--- src/hw/rtl/sksa_pkg.sv ---
// Shared types, codes and constants for the seed and key security access block.
package sksa_pkg;

  localparam int LEVEL_ENTRIES_DEF = 64;
  localparam int LVL_W = 7;

  // configuration register indexes
  localparam logic [1:0] REG_KEY_MASK   = 2'd0;
  localparam logic [1:0] REG_THRESHOLD  = 2'd1;
  localparam logic [1:0] REG_LOCK_TICKS = 2'd2;
  localparam logic [1:0] REG_FIRST_SEED = 2'd3;

  localparam logic [15:0] KEY_MASK_RST   = 16'd0;
  localparam logic [7:0]  THRESHOLD_RST  = 8'd3;
  localparam logic [31:0] LOCK_TICKS_RST = 32'd10;
  localparam logic [15:0] FIRST_SEED_RST = 16'd1;

  localparam logic [7:0]  KEY_LEN  = 8'd2;
  localparam logic [15:0] SEED_MAX = 16'hFFFF;

  typedef enum logic [1:0] {
    KIND_SEED   = 2'd0,
    KIND_KEY_OK = 2'd1,
    KIND_NEG    = 2'd2,
    KIND_SUPP   = 2'd3
  } kind_t;

  typedef enum logic [2:0] {
    ST_OK          = 3'd0,
    ST_UNSUPPORTED = 3'd1,
    ST_LENGTH      = 3'd2,
    ST_SEQUENCE    = 3'd3,
    ST_BAD_KEY     = 3'd4,
    ST_ATTEMPTS    = 3'd5,
    ST_REJECT      = 3'd6
  } status_t;

  // request classification, captured at acceptance
  typedef struct packed {
    logic             is_tick;
    logic             no_sub;
    logic             bad_sub;   // reserved or level beyond the table
    logic             is_seed;
    logic             len_ok;
    logic             suppress;
    logic             canceled;
    logic [LVL_W-1:0] lvl;
    logic [15:0]      key;
    logic [7:0]       sub;
  } decode_t;

endpackage

--- src/hw/rtl/sksa_level_mem.sv ---
// Level table: per-level seed memory with registered read and allocation bits.
module sksa_level_mem import sksa_pkg::*; #(
  parameter int ENTRIES = LEVEL_ENTRIES_DEF,
  localparam int IDX_W = $clog2(ENTRIES)
) (
  input  logic             clk,
  input  logic             rst,
  input  logic             rd_en,
  input  logic [IDX_W-1:0] rd_idx,
  output logic             rd_alloc,
  output logic [15:0]      rd_seed,
  input  logic             wr_en,
  input  logic [IDX_W-1:0] wr_idx,
  input  logic [15:0]      wr_seed
);

  logic [15:0]        seeds [ENTRIES];
  logic [ENTRIES-1:0] alloc;

  always_ff @(posedge clk) begin
    if (wr_en) begin
      seeds[wr_idx] <= wr_seed;
    end
    if (rd_en) begin
      rd_seed <= seeds[rd_idx];
    end
  end

  always_ff @(posedge clk) begin
    if (rst) begin
      alloc    <= '0;
      rd_alloc <= 1'b0;
    end else begin
      if (wr_en) begin
        alloc[wr_idx] <= 1'b1;
      end
      if (rd_en) begin
        rd_alloc <= alloc[rd_idx];
      end
    end
  end

endmodule

--- src/hw/rtl/sksa_decode.sv ---
// Request classifier: sub-function masking, level index and reserved ranges.
module sksa_decode import sksa_pkg::*; #(
  parameter int LEVEL_ENTRIES = LEVEL_ENTRIES_DEF
) (
  input  logic        opcode,
  input  logic        has_subfunction,
  input  logic [7:0]  subfunction,
  input  logic [7:0]  record_length,
  input  logic [15:0] key_value,
  input  logic        canceled,
  output decode_t     dec
);

  logic [6:0] neutral;
  logic [6:0] neutral_m1;
  logic [6:0] lvl;
  logic       reserved;
  logic       beyond;

  always_comb begin
    neutral    = subfunction[6:0];
    neutral_m1 = neutral - 7'd1;
    // seed requests are odd, key requests the even one above
    lvl        = neutral[0] ? (neutral >> 1) : (neutral_m1 >> 1);
    reserved   = neutral inside {7'h00, [7'h43:7'h7E]};
    beyond     = {1'b0, lvl} >= 8'(LEVEL_ENTRIES);

    dec.is_tick  = opcode;
    dec.no_sub   = !has_subfunction;
    dec.bad_sub  = reserved || beyond;
    dec.is_seed  = neutral[0];
    dec.len_ok   = record_length == KEY_LEN;
    dec.suppress = subfunction[7];
    dec.canceled = canceled;
    dec.lvl      = lvl;
    dec.key      = key_value;
    dec.sub      = subfunction;
  end

endmodule

--- src/hw/rtl/seed_key_security_access.sv ---
// Seed and key security access unlock, server side.
// Results: the result register loads from the execute state, entered from the idle state
// that accepts a beat (held there while the output side stalls); ticks give no result.
// A new beat is taken only in the idle state, so each item finishes before the next.
// Reset (rst, synchronous): control state and configuration to reset values,
// allocation bits cleared at once; no clearing pass.
module seed_key_security_access import sksa_pkg::*; #(
  parameter int LEVEL_ENTRIES = LEVEL_ENTRIES_DEF
) (
  input  logic        clk,
  input  logic        rst,
  input  logic        cfg_we,
  input  logic [1:0]  cfg_index,
  input  logic [31:0] cfg_data,
  input  logic        in_valid,
  output logic        in_ready,
  input  logic        opcode,
  input  logic        has_subfunction,
  input  logic [7:0]  subfunction,
  input  logic [7:0]  record_length,
  input  logic [15:0] key_value,
  input  logic        canceled,
  output logic        out_valid,
  input  logic        out_ready,
  output logic [1:0]  response_kind,
  output logic [2:0]  status,
  output logic [15:0] seed_value,
  output logic [7:0]  echoed_subfunction,
  output logic        lockout_active
);

  localparam int IDX_W = $clog2(LEVEL_ENTRIES);

  typedef enum logic [1:0] {
    S_IDLE = 2'b01,
    S_EXEC = 2'b10
  } state_t;

  state_t state, state_next;

  logic [15:0] key_mask;
  logic [7:0]  attempt_threshold;
  logic [31:0] lockout_ticks;
  logic [15:0] first_seed;

  logic [15:0]      seed_ctr, seed_ctr_next;
  logic [LVL_W-1:0] unlocked_level, unlocked_level_next;
  logic             any_unlocked, any_unlocked_next;
  logic [8:0]       failed_count, failed_count_next;
  logic [31:0]      lockout_remaining, lockout_remaining_next;

  decode_t dec, dec_q;

  logic        accept;
  logic        mem_alloc;
  logic [15:0] mem_seed;
  logic        mem_wr;

  logic        res_load;
  kind_t       res_kind;
  status_t     res_status;
  logic [15:0] res_seed;
  logic [7:0]  res_echo;
  logic        out_free;
  logic        key_match;
  logic [8:0]  cnt_inc;
  logic [15:0] seed_cur;

  sksa_decode #(.LEVEL_ENTRIES(LEVEL_ENTRIES)) u_decode (
    .opcode          (opcode),
    .has_subfunction (has_subfunction),
    .subfunction     (subfunction),
    .record_length   (record_length),
    .key_value       (key_value),
    .canceled        (canceled),
    .dec             (dec)
  );

  sksa_level_mem #(.ENTRIES(LEVEL_ENTRIES)) u_level_mem (
    .clk      (clk),
    .rst      (rst),
    .rd_en    (accept),
    .rd_idx   (dec.lvl[IDX_W-1:0]),
    .rd_alloc (mem_alloc),
    .rd_seed  (mem_seed),
    .wr_en    (mem_wr),
    .wr_idx   (dec_q.lvl[IDX_W-1:0]),
    .wr_seed  (seed_ctr)
  );

  assign in_ready = state == S_IDLE;
  assign accept   = in_valid && in_ready;

  always_ff @(posedge clk) begin
    if (rst) begin
      key_mask          <= KEY_MASK_RST;
      attempt_threshold <= THRESHOLD_RST;
      lockout_ticks     <= LOCK_TICKS_RST;
      first_seed        <= FIRST_SEED_RST;
    end else if (cfg_we) begin
      case (cfg_index)
        REG_KEY_MASK:   key_mask          <= cfg_data[15:0];
        REG_THRESHOLD:  attempt_threshold <= cfg_data[7:0];
        REG_LOCK_TICKS: lockout_ticks     <= cfg_data;
        REG_FIRST_SEED: first_seed        <= cfg_data[15:0];
        default: ;
      endcase
    end
  end

  always_ff @(posedge clk) begin
    if (accept) begin
      dec_q <= dec;
    end
  end

  always_comb begin
    state_next             = state;
    seed_ctr_next          = seed_ctr;
    unlocked_level_next    = unlocked_level;
    any_unlocked_next      = any_unlocked;
    failed_count_next      = failed_count;
    lockout_remaining_next = lockout_remaining;
    mem_wr     = 1'b0;
    res_load   = 1'b0;
    res_kind   = KIND_NEG;
    res_status = ST_OK;
    res_seed   = '0;
    res_echo   = dec_q.sub;
    out_free   = !out_valid || out_ready;
    key_match  = (mem_seed ^ key_mask) == dec_q.key;
    cnt_inc    = failed_count + 9'd1;
    seed_cur   = mem_alloc ? mem_seed : seed_ctr;

    case (state)
      S_IDLE: begin
        if (in_valid) begin
          state_next = S_EXEC;
        end
      end
      S_EXEC: begin
        if (dec_q.is_tick) begin
          if (lockout_remaining != '0) begin
            lockout_remaining_next = lockout_remaining - 32'd1;
          end
          state_next = S_IDLE;
        end else if (out_free) begin
          res_load   = 1'b1;
          state_next = S_IDLE;
          if (dec_q.no_sub) begin
            res_status = dec_q.canceled ? ST_REJECT : ST_LENGTH;
            res_echo   = '0;
          end else if (dec_q.bad_sub) begin
            res_status = dec_q.canceled ? ST_REJECT : ST_UNSUPPORTED;
          end else if (lockout_remaining != '0) begin
            res_status = dec_q.canceled ? ST_REJECT : ST_ATTEMPTS;
          end else if (dec_q.is_seed) begin
            if (!mem_alloc) begin
              mem_wr        = 1'b1;
              seed_ctr_next = (seed_ctr == SEED_MAX) ? first_seed : seed_ctr + 16'd1;
            end
            if (dec_q.suppress) begin
              res_kind = KIND_SUPP;
            end else begin
              res_kind = KIND_SEED;
              res_seed = (any_unlocked && unlocked_level == dec_q.lvl) ? '0 : seed_cur;
            end
          end else if (!dec_q.len_ok) begin
            res_status = ST_LENGTH;
          end else if (!mem_alloc) begin
            res_status = ST_SEQUENCE;
          end else if (key_match) begin
            unlocked_level_next = dec_q.lvl;
            any_unlocked_next   = 1'b1;
            res_kind            = dec_q.suppress ? KIND_SUPP : KIND_KEY_OK;
          end else begin
            if (cnt_inc > {1'b0, attempt_threshold}) begin
              lockout_remaining_next = lockout_ticks;
              failed_count_next      = '0;
            end else begin
              failed_count_next = cnt_inc;
            end
            res_status = (lockout_remaining_next != '0) ? ST_ATTEMPTS : ST_BAD_KEY;
          end
        end
      end
      default: state_next = S_IDLE;
    endcase
  end

  always_ff @(posedge clk) begin
    if (rst) begin
      state             <= S_IDLE;
      seed_ctr          <= FIRST_SEED_RST;
      unlocked_level    <= '0;
      any_unlocked      <= 1'b0;
      failed_count      <= '0;
      lockout_remaining <= '0;
      out_valid         <= 1'b0;
    end else begin
      state             <= state_next;
      seed_ctr          <= seed_ctr_next;
      unlocked_level    <= unlocked_level_next;
      any_unlocked      <= any_unlocked_next;
      failed_count      <= failed_count_next;
      lockout_remaining <= lockout_remaining_next;
      if (res_load) begin
        out_valid <= 1'b1;
      end else if (out_ready) begin
        out_valid <= 1'b0;
      end
    end
  end

  always_ff @(posedge clk) begin
    if (res_load) begin
      response_kind      <= res_kind;
      status             <= res_status;
      seed_value         <= res_seed;
      echoed_subfunction <= res_echo;
      lockout_active     <= lockout_remaining_next != '0;
    end
  end

  // a result beat only ever appears out of the execute step
  a_result_from_exec: assert property (@(posedge clk) disable iff (rst)
    $rose(out_valid) |-> $past(state == S_EXEC))
    else $error("result beat without an execute step");

  // a stalled output keeps a pending request in the execute step
  a_exec_holds: assert property (@(posedge clk) disable iff (rst)
    (state == S_EXEC && !dec_q.is_tick && out_valid && !out_ready) |=> state == S_EXEC)
    else $error("request finished while the result register was occupied");

  // once a level is unlocked, some level stays unlocked
  a_unlock_sticky: assert property (@(posedge clk) disable iff (rst)
    !$fell(any_unlocked))
    else $error("unlock withdrawn");

  // table writes happen only for seed requests in the execute step
  a_write_on_seed: assert property (@(posedge clk) disable iff (rst)
    mem_wr |-> (state == S_EXEC && dec_q.is_seed && res_load))
    else $error("table written outside a seed allocation");

endmodule
--- config.mk ---
export PLATFORM = sky130hd
export DESIGN_NAME = seed_key_security_access
export DESIGN_NICKNAME = d
export VERILOG_FILES = /design/src/hw/rtl/sksa_pkg.sv /design/src/hw/rtl/sksa_level_mem.sv /design/src/hw/rtl/sksa_decode.sv /design/src/hw/rtl/seed_key_security_access.sv
export SDC_FILE = /design/constraint.sdc
export NUM_CORES = 2
export LEC_CHECK = 0
export ABC_AREA = 1
export BUFFER_PORTS_ARGS = -buffer_cell sky130_fd_sc_hd__clkbuf_2
export CORE_MARGIN = 10
export CORE_UTILIZATION = 65
export CTS_CLUSTER_SIZE = 20
export DETAILED_ROUTE_END_ITERATION = 8
export PLACE_DENSITY = 0.78
export SLEW_MARGIN = 15
export SYNTH_ARGS = -nofsm -noshare
export SYNTH_HDL_FRONTEND = slang
export SYNTH_HIERARCHICAL = 1
export SYNTH_SLANG_ARGS = --single-unit
export TNS_END_PERCENT = 50
--- constraint.sdc ---
create_clock -name clk -period 8.95 [get_ports clk]
set_input_delay 0.4475 -clock clk [delete_from_list [all_inputs] [get_ports clk]]
set_output_delay 0.4475 -clock clk [all_outputs]
set_load 0.02 [all_outputs]
==> flow_summary.json <==
{
  "max_freq_mhz": 214,
  "place_worst_setup_slack_ns": 4.25,
  "skew_ns": 0.0300,
  "drc": 0,
  "met2_length_um": 73300,
  "syn_area_um2": 55400,
  "clock_tree.buffer_depth": 3,
  "cts_made_buffers": 131,
  "vias": 41600,
  "finalHoldViolations": 0,
  "ys_top_cells_by_count": "1108 x edfxtp_1, 1030 x nand2_1, 994 x nor2_1",
  "r2r_start": "lockout_remaining[0]",
  "yosys_warnings": 6,
  "peakVddDrop_v": 0.000240,
  "regToRegSetupSlack_ns": 4.51,
  "synth-edff-count": 1108,
  "finalCriticalPeriod_ns": 4.68,
  "grt_util_all_layers_pct": 30.9,
  "initialDrtViolationCount": 6068,
  "finalNonFillerCells": 6633,
  "drt-met1-wl_um": 56000,
  "crit_start": "subfunction[1]",
  "grt_max_degree": 194,
  "ys_top_cells_by_area": "edfxtp_1 60%, dfxtp_1 7.4%, nand2_1 7.0%",
  "p_leak_nw": 22.9,
  "tightest_slew_ns": 1.15,
  "core-area_um2": 84900,
  "slew_violations": 0,
  "setup.worst_path.end_class": "register",
  "worst_setup_path_start_kind": "input pin",
  "r2r_end": "u_level_mem/seeds[9][11]",
  "grt_pass1_wl_um": 232000,
  "drtAntennaViolNets": 0,
  "rsz0062_at_grt": "no",
  "critPathKind": "input pin to register",
  "hold_path_class": "input pin to register",
  "area_growth_pct": 11.0,
  "wl_per_cell_um": 23.4,
  "die_area_um2": 97300,
  "cts_setup_buffers": 0,
  "avgSynthCellArea_um2": 10.4,
  "grt_pass1_vias": 39500,
  "synth_cell_type_count": 46,
  "finalWorstSetupSlack_ns": 4.27,
  "fin_setup_tns_ns": 0,
  "drive_gt1_share_pct": 8.68,
  "synth_flop_cell": "edfxtp_1",
  "h-tree-depth": 4,
  "dp_hpwl_um": 84100,
  "grt_overflow": 0,
  "clk-insertion-delay-late_ns": 0.76,
  "holdPathStages": 1,
  "start_util_pct": 65.3,
  "cap_violations": 0,
  "p_total_w": 0.0133,
  "rows": 107,
  "ys_seq_elements": 1313,
  "synth_top_area_share_pct": 60.0,
  "fp.dieH_um": 312,
  "viasPerCell": 6.27,
  "syn_nets": 5400,
  "cp_max_fo": 74,
  "cts_tree": "built",
  "clk_pin_slew_ns": 0.06,
  "reg2reg_depth": 15,
  "ys_seq_area_share_pct": 67.4,
  "wirelength_um": 155000,
  "port_buffers": 105,
  "setup_viol": 0,
  "slowest_delay_ns": 0.79,
  "fin_crit_sh_pct": 52.3,
  "antenna_found_initial": 1,
  "synth.most_common_cell": "edfxtp_1",
  "status": "finished, final reports clean",
  "num-fill-cells": 5779,
  "wl_met3_um": 17900,
  "cpMostUsedCell": "nand2_1",
  "worstPathArrival_ns": 5.29,
  "powerDensity_nw_per_um2": 216,
  "cp.required_ns": 9.56,
  "maxUsedRoutingLayer": "met4",
  "cp_cell_sequence": "dlygate4sd3_1 -> clkbuf_2 -> inv_1 -> ha_1 -> nand2_2 -> xnor2_2 -> buf_4 -> buf_4 -> buf_4 -> o21ai_0 -> o22ai_1 -> nand2_1 -> nand2_1 -> nand2_1 -> nand3_1 -> nand3_1 -> nand2_1",
  "hold_path_end": "dec_q[3]",
  "dp.cells": 6343,
  "synthArstFlopShare_pct": 0,
  "drt_pass1_iterations": 6,
  "finalWeightedCongestion": 0.926,
  "hp-start": "subfunction[3]",
  "dieWidth_um": 312,
  "nets": 5468,
  "syn_inst": 5311,
  "critPathSlowestCell": "buf_4",
  "whs_ns": 0.0417,
  "numClockSinks": 1313,
  "maxSlewHeadroom_pct": 23.1,
  "io_pins": 106,
  "yosysTopAreaCell": "edfxtp_1",
  "root_buffer": "clkbuf_16"
}
==> cells in the final DEF (no fill, tap or decap), types with 48 or more instances in the layout <==
cell type and instances:
edfxtp_1 1108, nand2_1 1030, nor2_1 993, o21ai_0 600, o22ai_1 256, nand3_1 232
inv_1 206, dfxtp_1 189, clkbuf_16 136, buf_4 108, clkbuf_2 104, a21oi_1 99
clkbuf_1 48
==> through the flow <==
step	utilization, %	instance area (um^2)
after floorplan	-	55400
after global placement	67.0	56800
after detailed placement	67.0	56800
after CTS	72.5	61500
after global routing	72.5	61500
final	72.5	61500
==> where the power goes <==
part	internal (W)	leakage [nW]	switching [W]
Combinational	0.000360	8.91	0.000916
Clock	0.00309	2.05	0.00230
Sequential	0.00659	11.9	0.0000476
Total	0.0100	22.9	0.00326
==> metal layers <==
metal / up-vias / GRT usage [%]
met5: - / 0
met4: 0 / 15.3
met3: 459 / 6.86
met2: 2648 / 49.5
met1: 20000 / 39.6
li1: 18400 / -
==> worst max-delay path by stage <==
stage | to | slack [ns]
floorplan | seed_ctr[9] | 5.72
global placement | u_level_mem/rd_seed[0] | 4.30
detailed placement | u_level_mem/rd_seed[0] | 4.25
CTS | u_level_mem/rd_seed[0] | 4.45
global route | u_level_mem/rd_seed[0] | 4.08
finish | u_level_mem/rd_seed[3] | 4.27
==> cell families after synthesis <==
| logic type | count (synthesis) | share of synthesized area, % |
|---|---|---|
| other | 1 | 0.00677 |
| AND/OR/NAND/NOR | 2369 | 17.2 |
| adder cells (fa/ha/maj) | 15 | 0.339 |
| buffers and inverters | 553 | 4.34 |
| flip-flops | 1313 | 67.4 |
| XOR/XNOR | 60 | 0.948 |
| AO/OA/AOI/OAI | 1000 | 9.69 |
==> worst max-delay path, delay by kind of cell <==
kind	cells	cell delay, ns
XOR/XNOR	1	0.11
AO/OA/AOI/OAI	2	0.44
AND/OR/NAND/NOR	7	1.17
buffers and inverters	6	2.84
adder cells (fa/ha/maj)	1	0.20
==> flip-flops by register name, summed over array words and instances (netlist names) <==
signal,flops
lockout_remaining,32
u_level_mem/seeds,1024
lockout_ticks,32
first_seed,16
status,3
u_level_mem/rd_seed,16
attempt_threshold,8
dec_q,38
key_mask,16
u_level_mem/alloc,64
out_valid,1
lockout_active,1
seed_value,16
unlocked_level,7
echoed_subfunction,8
state,2
u_level_mem/rd_alloc,1
any_unlocked,1
failed_count,9
seed_ctr,16
response_kind,2
==> final cells by class <==
| cell class | count | area [um^2] | share of cell area [%] |
|---|---|---|---|
| repair buffers | 264 | 1900 | 3.09 |
| multi-input cells | 3445 | 15700 | 25.5 |
| flip-flops and latches | 1313 | 37400 | 60.8 |
| diodes | 2 | 5.00 | 0.00814 |
| clock buffers | 197 | 3760 | 6.12 |
| clock inverters | 44 | 435 | 0.708 |
| inverters | 224 | 873 | 1.42 |
| well taps | 1144 | 1430 | 2.33 |
==> what timing repair did <==
item | 4_1_cts | 5_1_grt
hold endpoints to repair | 50 | 0
setup endpoints to repair | 0 | 0
resized for setup | 0 | 0
hold buffers | 47 | 0
(Power assumes the default switching activity.)
